**src/rtl/arbm_pkg.sv**
```systemverilog
// Shared types and constants for the address range blocklist merge block.
// Holds the item and result structs, the queued command type and the
// back-end state enum. No dependencies.
package arbm_pkg;

  localparam int ADDR_BITS  = 32;
  localparam int MAX_RANGES = 1024;

  // Table index, and counters that must also hold MAX_RANGES + 1
  localparam int IDX_W   = $clog2(MAX_RANGES);
  localparam int CNT_W   = $clog2(MAX_RANGES + 2);
  localparam int ENTRY_W = 2 * ADDR_BITS;

  localparam logic [ADDR_BITS:0] SPACE    = (ADDR_BITS + 1)'(1) << ADDR_BITS;
  localparam logic [ADDR_BITS:0] TOP_ADDR = SPACE - (ADDR_BITS + 1)'(1);

  typedef struct packed {
    logic [31:0] range_low;
    logic [31:0] range_high;
  } item_t;

  typedef struct packed {
    logic [31:0] lowest_allowed;
    logic        any_allowed;
    logic [32:0] allowed_count;
    logic        bad_range;
    logic        table_full;
  } result_t;

  typedef enum logic [1:0] {
    CMD_INSERT,
    CMD_BAD,
    CMD_NOP
  } cmd_kind_t;

  typedef struct packed {
    cmd_kind_t              kind;
    logic [ADDR_BITS-1:0]   lo;
    logic [ADDR_BITS-1:0]   hi;
  } cmd_t;

  typedef enum logic [2:0] {
    S_IDLE,
    S_READ,
    S_DATA,
    S_TAIL,
    S_COMMIT,
    S_RESULT
  } state_t;

endpackage

```
**src/rtl/arbm_front.sv**
```systemverilog
// Front end: accepts range beats, classifies them and queues commands.
// Uses arbm_pkg for the item and command types.
module arbm_front (
  input  logic           clk,
  input  logic           rst,
  input  logic           item_valid,
  output logic           item_stall,
  input  arbm_pkg::item_t item,
  output logic           cmd_valid,
  input  logic           cmd_pop,
  output arbm_pkg::cmd_t cmd
);
  import arbm_pkg::*;

  cmd_t       q [2];
  logic       wr_ptr;
  logic       rd_ptr;
  logic [1:0] cnt;
  logic       push;
  logic       pop;
  cmd_t       cls;

  // Classify: swapped ends, above the space, or insert with saturated top
  always_comb begin
    cls.lo = item.range_low[ADDR_BITS-1:0];
    cls.hi = item.range_high[ADDR_BITS-1:0];
    if (item.range_low > item.range_high) begin
      cls.kind = CMD_BAD;
    end else if ({1'b0, item.range_low} > 33'(TOP_ADDR)) begin
      cls.kind = CMD_NOP;
    end else begin
      cls.kind = CMD_INSERT;
      if ({1'b0, item.range_high} > 33'(TOP_ADDR)) begin
        cls.hi = TOP_ADDR[ADDR_BITS-1:0];
      end
    end
  end

  assign item_stall = (cnt == 2'd2);
  assign push       = item_valid && !item_stall;
  assign cmd_valid  = (cnt != 2'd0);
  assign pop        = cmd_pop && cmd_valid;
  assign cmd        = q[rd_ptr];

  always_ff @(posedge clk) begin
    if (push) begin
      q[wr_ptr] <= cls;
    end
  end

  always_ff @(posedge clk) begin
    if (rst) begin
      wr_ptr <= 1'b0;
      rd_ptr <= 1'b0;
      cnt    <= 2'd0;
    end else begin
      if (push) wr_ptr <= ~wr_ptr;
      if (pop)  rd_ptr <= ~rd_ptr;
      cnt <= cnt + {1'b0, push} - {1'b0, pop};
    end
  end

endmodule

```
**config.mk**
```make
export PLATFORM = sky130hd
export DESIGN_NAME = arbm_front
export DESIGN_NICKNAME = d
export VERILOG_FILES = /design/src/rtl/arbm_pkg.sv /design/src/rtl/arbm_front.sv
export SDC_FILE = /design/constraint.sdc
export NUM_CORES = 1
export LEC_CHECK = 0
export BUFFER_PORTS_ARGS = -buffer_cell sky130_fd_sc_hd__buf_2
export CAP_MARGIN = 15
export CORE_MARGIN = 1
export CORE_UTILIZATION = 48
export CTS_CLUSTER_DIAMETER = 100
export CTS_CLUSTER_SIZE = 24
export DETAILED_ROUTE_END_ITERATION = 10
export PLACE_DENSITY = 0.86
export SETUP_SLACK_MARGIN = 0.05
export SYNTH_ARGS = -nofsm -noshare
export SYNTH_HDL_FRONTEND = slang
export SYNTH_SLANG_ARGS = --single-unit
```
**constraint.sdc**
```tcl
create_clock -name clk -period 3.9 [get_ports clk]
set_input_delay 0.585 -clock clk [delete_from_list [all_inputs] [get_ports clk]]
set_output_delay 0.585 -clock clk [all_outputs]
set_load 0.1 [all_outputs]
```
==> results.toml <==
[timing]
period_share_pct = 69.1
setup_viol = 0
setup_tns_ns = 0
slew_headroom_pct = 39.8
worst_pin_slew_ns = 0.904
fmax_mhz = 371
finalHoldViolCount = 0
rsz0062_at_grt = "false"
min_period_ns = 2.69
finClkSkew_ns = 0.00627
slew_viol_final = 0

[cells_and_area]
finalNetCount = 590
fillCellCount = 857
area_delta_synth_final_pct = 25.4
final_cells = 644
final_core_util_pct = 62.5
layout-drive-gt1-share_pct = 38.3
antennaDiodeCount = 0
final_design_area_no_fill_mm2 = 0.00720

[synth]
synth_area_mm2 = 0.00574
synth-xor-area-share_pct = 0.611
synthMuxAreaShare_pct = 12.8
synth_cells = 340
synth_top_family_by_area = "multiplexers"
synth_nets = 442
yosysMostFrequentCell = "edfxtp_1"
yosys-top-cells-area = "edfxtp_1 68%, mux2_1 9.8%, ha_1 7.4%"
synth_top_area_share_pct = 68.0
syn_avg_cell_area_um2 = 16.9
synthTopCellsByCount = "130 x edfxtp_1, 50 x mux2_1, 34 x ha_1, 34 x inv_1, 15 x mux2_2"
yosysTopAreaCell = "edfxtp_1"
ys_types = 36
synth-seq-cells = 135
synthSimpleGateAreaFrac_pct = 3.95
yosysSeqAreaShare_pct = 69.8
synthFlopType = "edfxtp_1"
yosysWarnings = 0
async_flop_share_pct = 0
synth_fa_ha_area_share_pct = 7.42
synth_compound_area_share_pct = 2.46
synth_enable_flop_cells = 130

[place]
hpwl_mm = 7.41
gp_congestion = 0.742
port_buffers = 134
dp_cells = 612
dpl_cell_area_mm2 = 0.00659

[floorplan]
dieArea_mm2 = 0.0124
rows = 39
ios = 136
core_mm2 = 0.0115
start_util_pct = 49.8
dieHeight_um = 111
fp.dieW_um = 111

[global_route]
grt_pass1_wl_mm = 17.4
grt_pass1_vias = 3468
grt_max_degree = 66
grt-ovfl-total = 0
grt_antenna_before_repair = 0
grt_usage_pct = 18.6

[clocking]
cts_max_level = 4
cts_tree = "yes"
cts_buffer_depth = 2
cts_buffers = 17
cts_setup_buffers = 0
clk_latency_ns = 0.42
cts_resized = 0
clock_tree.root_cell = "clkbuf_16"
clk_pin_slew_ns = 0.06
cts_hold_buffers = 0
cts_sinks = 135

[worst_setup_path]
slowest_stage = "dfxtp_4"
cp.required_ns = 3.31
crit_buf_inv = 1
cp-start-kind = "register"
cp_top_family = "flip-flops"
worst-setup-path-type = "register to output pin"
worstPathArrival_ns = 2.11
reg2reg_from = "cnt[1]"
reg2regPathDepth = 8
slowest_delay_ns = 0.94
critical_path.cell_chain = "mux2_2, buf_2"
timing.rr.end = "cnt[1]"
cp-end-kind = "output pin"
worst-path-max-fanout = 65
rrSetupSlack_ns = 2.19

[drt]
vias_per_cell = 5.20
routed-via-count = 3347
post-route-drc-count = 14
drtIter0Drc = 160
final_antenna_net_count = 0
drtPass1Iterations = 7
wl_mm = 11.0
wl_per_cell_um = 17.0

[min_path]
hold_depth = 1
hp-class = "primary input to register"
min_to = "q[1][12]"
min_from = "item[12]"

[status]
status = "complete, but fails checks"
violations = "design-rule violations"

[power_and_ir_drop]
power.leakage_nw = 2.95
p_per_area_mw_per_mm2 = 831
ir_worst_vdd_v = 0.000598

[job]
maxCapViolCount = 0
[worst max-delay path by stage]
stage / startpoint / endpoint / cells past startpoint
3_3_place_gp: item[31] / q[0][64] / 8
2_1_floorplan: item_valid / q[0][0] / 2
6_report: register / cmd[10] / 2
4_1_cts: register / cmd[12] / 2
3_5_place_dp: item[30] / q[1][64] / 8
5_1_grt: register / cmd[11] / 2
[cells by family after synthesis]
| logic type | after synthesis |
|---|---|
| flip-flops | 135 |
| multiplexers | 65 |
| buffers and inverters | 42 |
| AND/OR/NAND/NOR | 37 |
| adder cells (fa/ha/maj) | 34 |
| AO/OA/AOI/OAI | 22 |
| XOR/XNOR | 4 |
| other | 1 |
[cell type report]
class	count	area [µm²]	area share, %
well taps	143	179	2.49
multi-input cells	163	1570	21.9
clock buffers	17	425	5.91
clock inverters	15	178	2.47
repair buffers	137	706	9.81
flip-flops and latches	135	4010	55.7
inverters	34	128	1.77
[flip-flops by register name, summed over array words and instances, names as in the netlist, named ones only]
name and count:
q 130, cnt 2, rd_ptr 1, wr_ptr 1
[layer usage]
layer | global-route usage (%) | share of wire (%)
met1 | 22.2 | 42
met4 | 8.74 | 2.1
met5 | 0 | 0
met2 | 32.0 | 51
met3 | 4.43 | 4.8
[placed cells by master, fill, tap and decap left out, drive strengths merged, types with 6 or more instances in the layout]
| master | instances |
|---|---|
| edfxtp | 130 |
| clkbuf | 17 |
| nand4 | 6 |
| clkinv | 6 |
| nand3 | 6 |
| ha | 34 |
| mux2 | 65 |
| buf | 137 |
| nor2 | 7 |
| a21oi | 11 |
| inv | 36 |
[worst register-to-register path, cell delays in order, from the launching register on]
cell	delay [ns]
dfxtp_1	0.33
or2_1	0.25
and2_1	0.19
ha_1	0.27
inv_1	0.06
ha_1	0.14
xor2_1	0.18
xnor2_1	0.15
nor2_1	0.05
[power by group]
| group | total, mW | switching [mW] | internal (mW) |
|---|---|---|---|
| clock network | 1.61 | 0.602 | 1.00 |
| logic | 2.39 | 1.98 | 0.416 |
| registers | 1.98 | 0.137 | 1.84 |
[per-stage QoR]
step	hold WS, ns	power, mW	setup WS (ns)
after floorplan	0.481	4.03	1.10
final	0.368	5.98	1.21
after global routing	0.357	6.17	1.10
after global placement	0.497	4.38	1.45
after CTS	0.352	6.03	1.16
after detailed placement	0.514	4.42	1.43
Note: power is estimated with default switching activity, not from simulation.
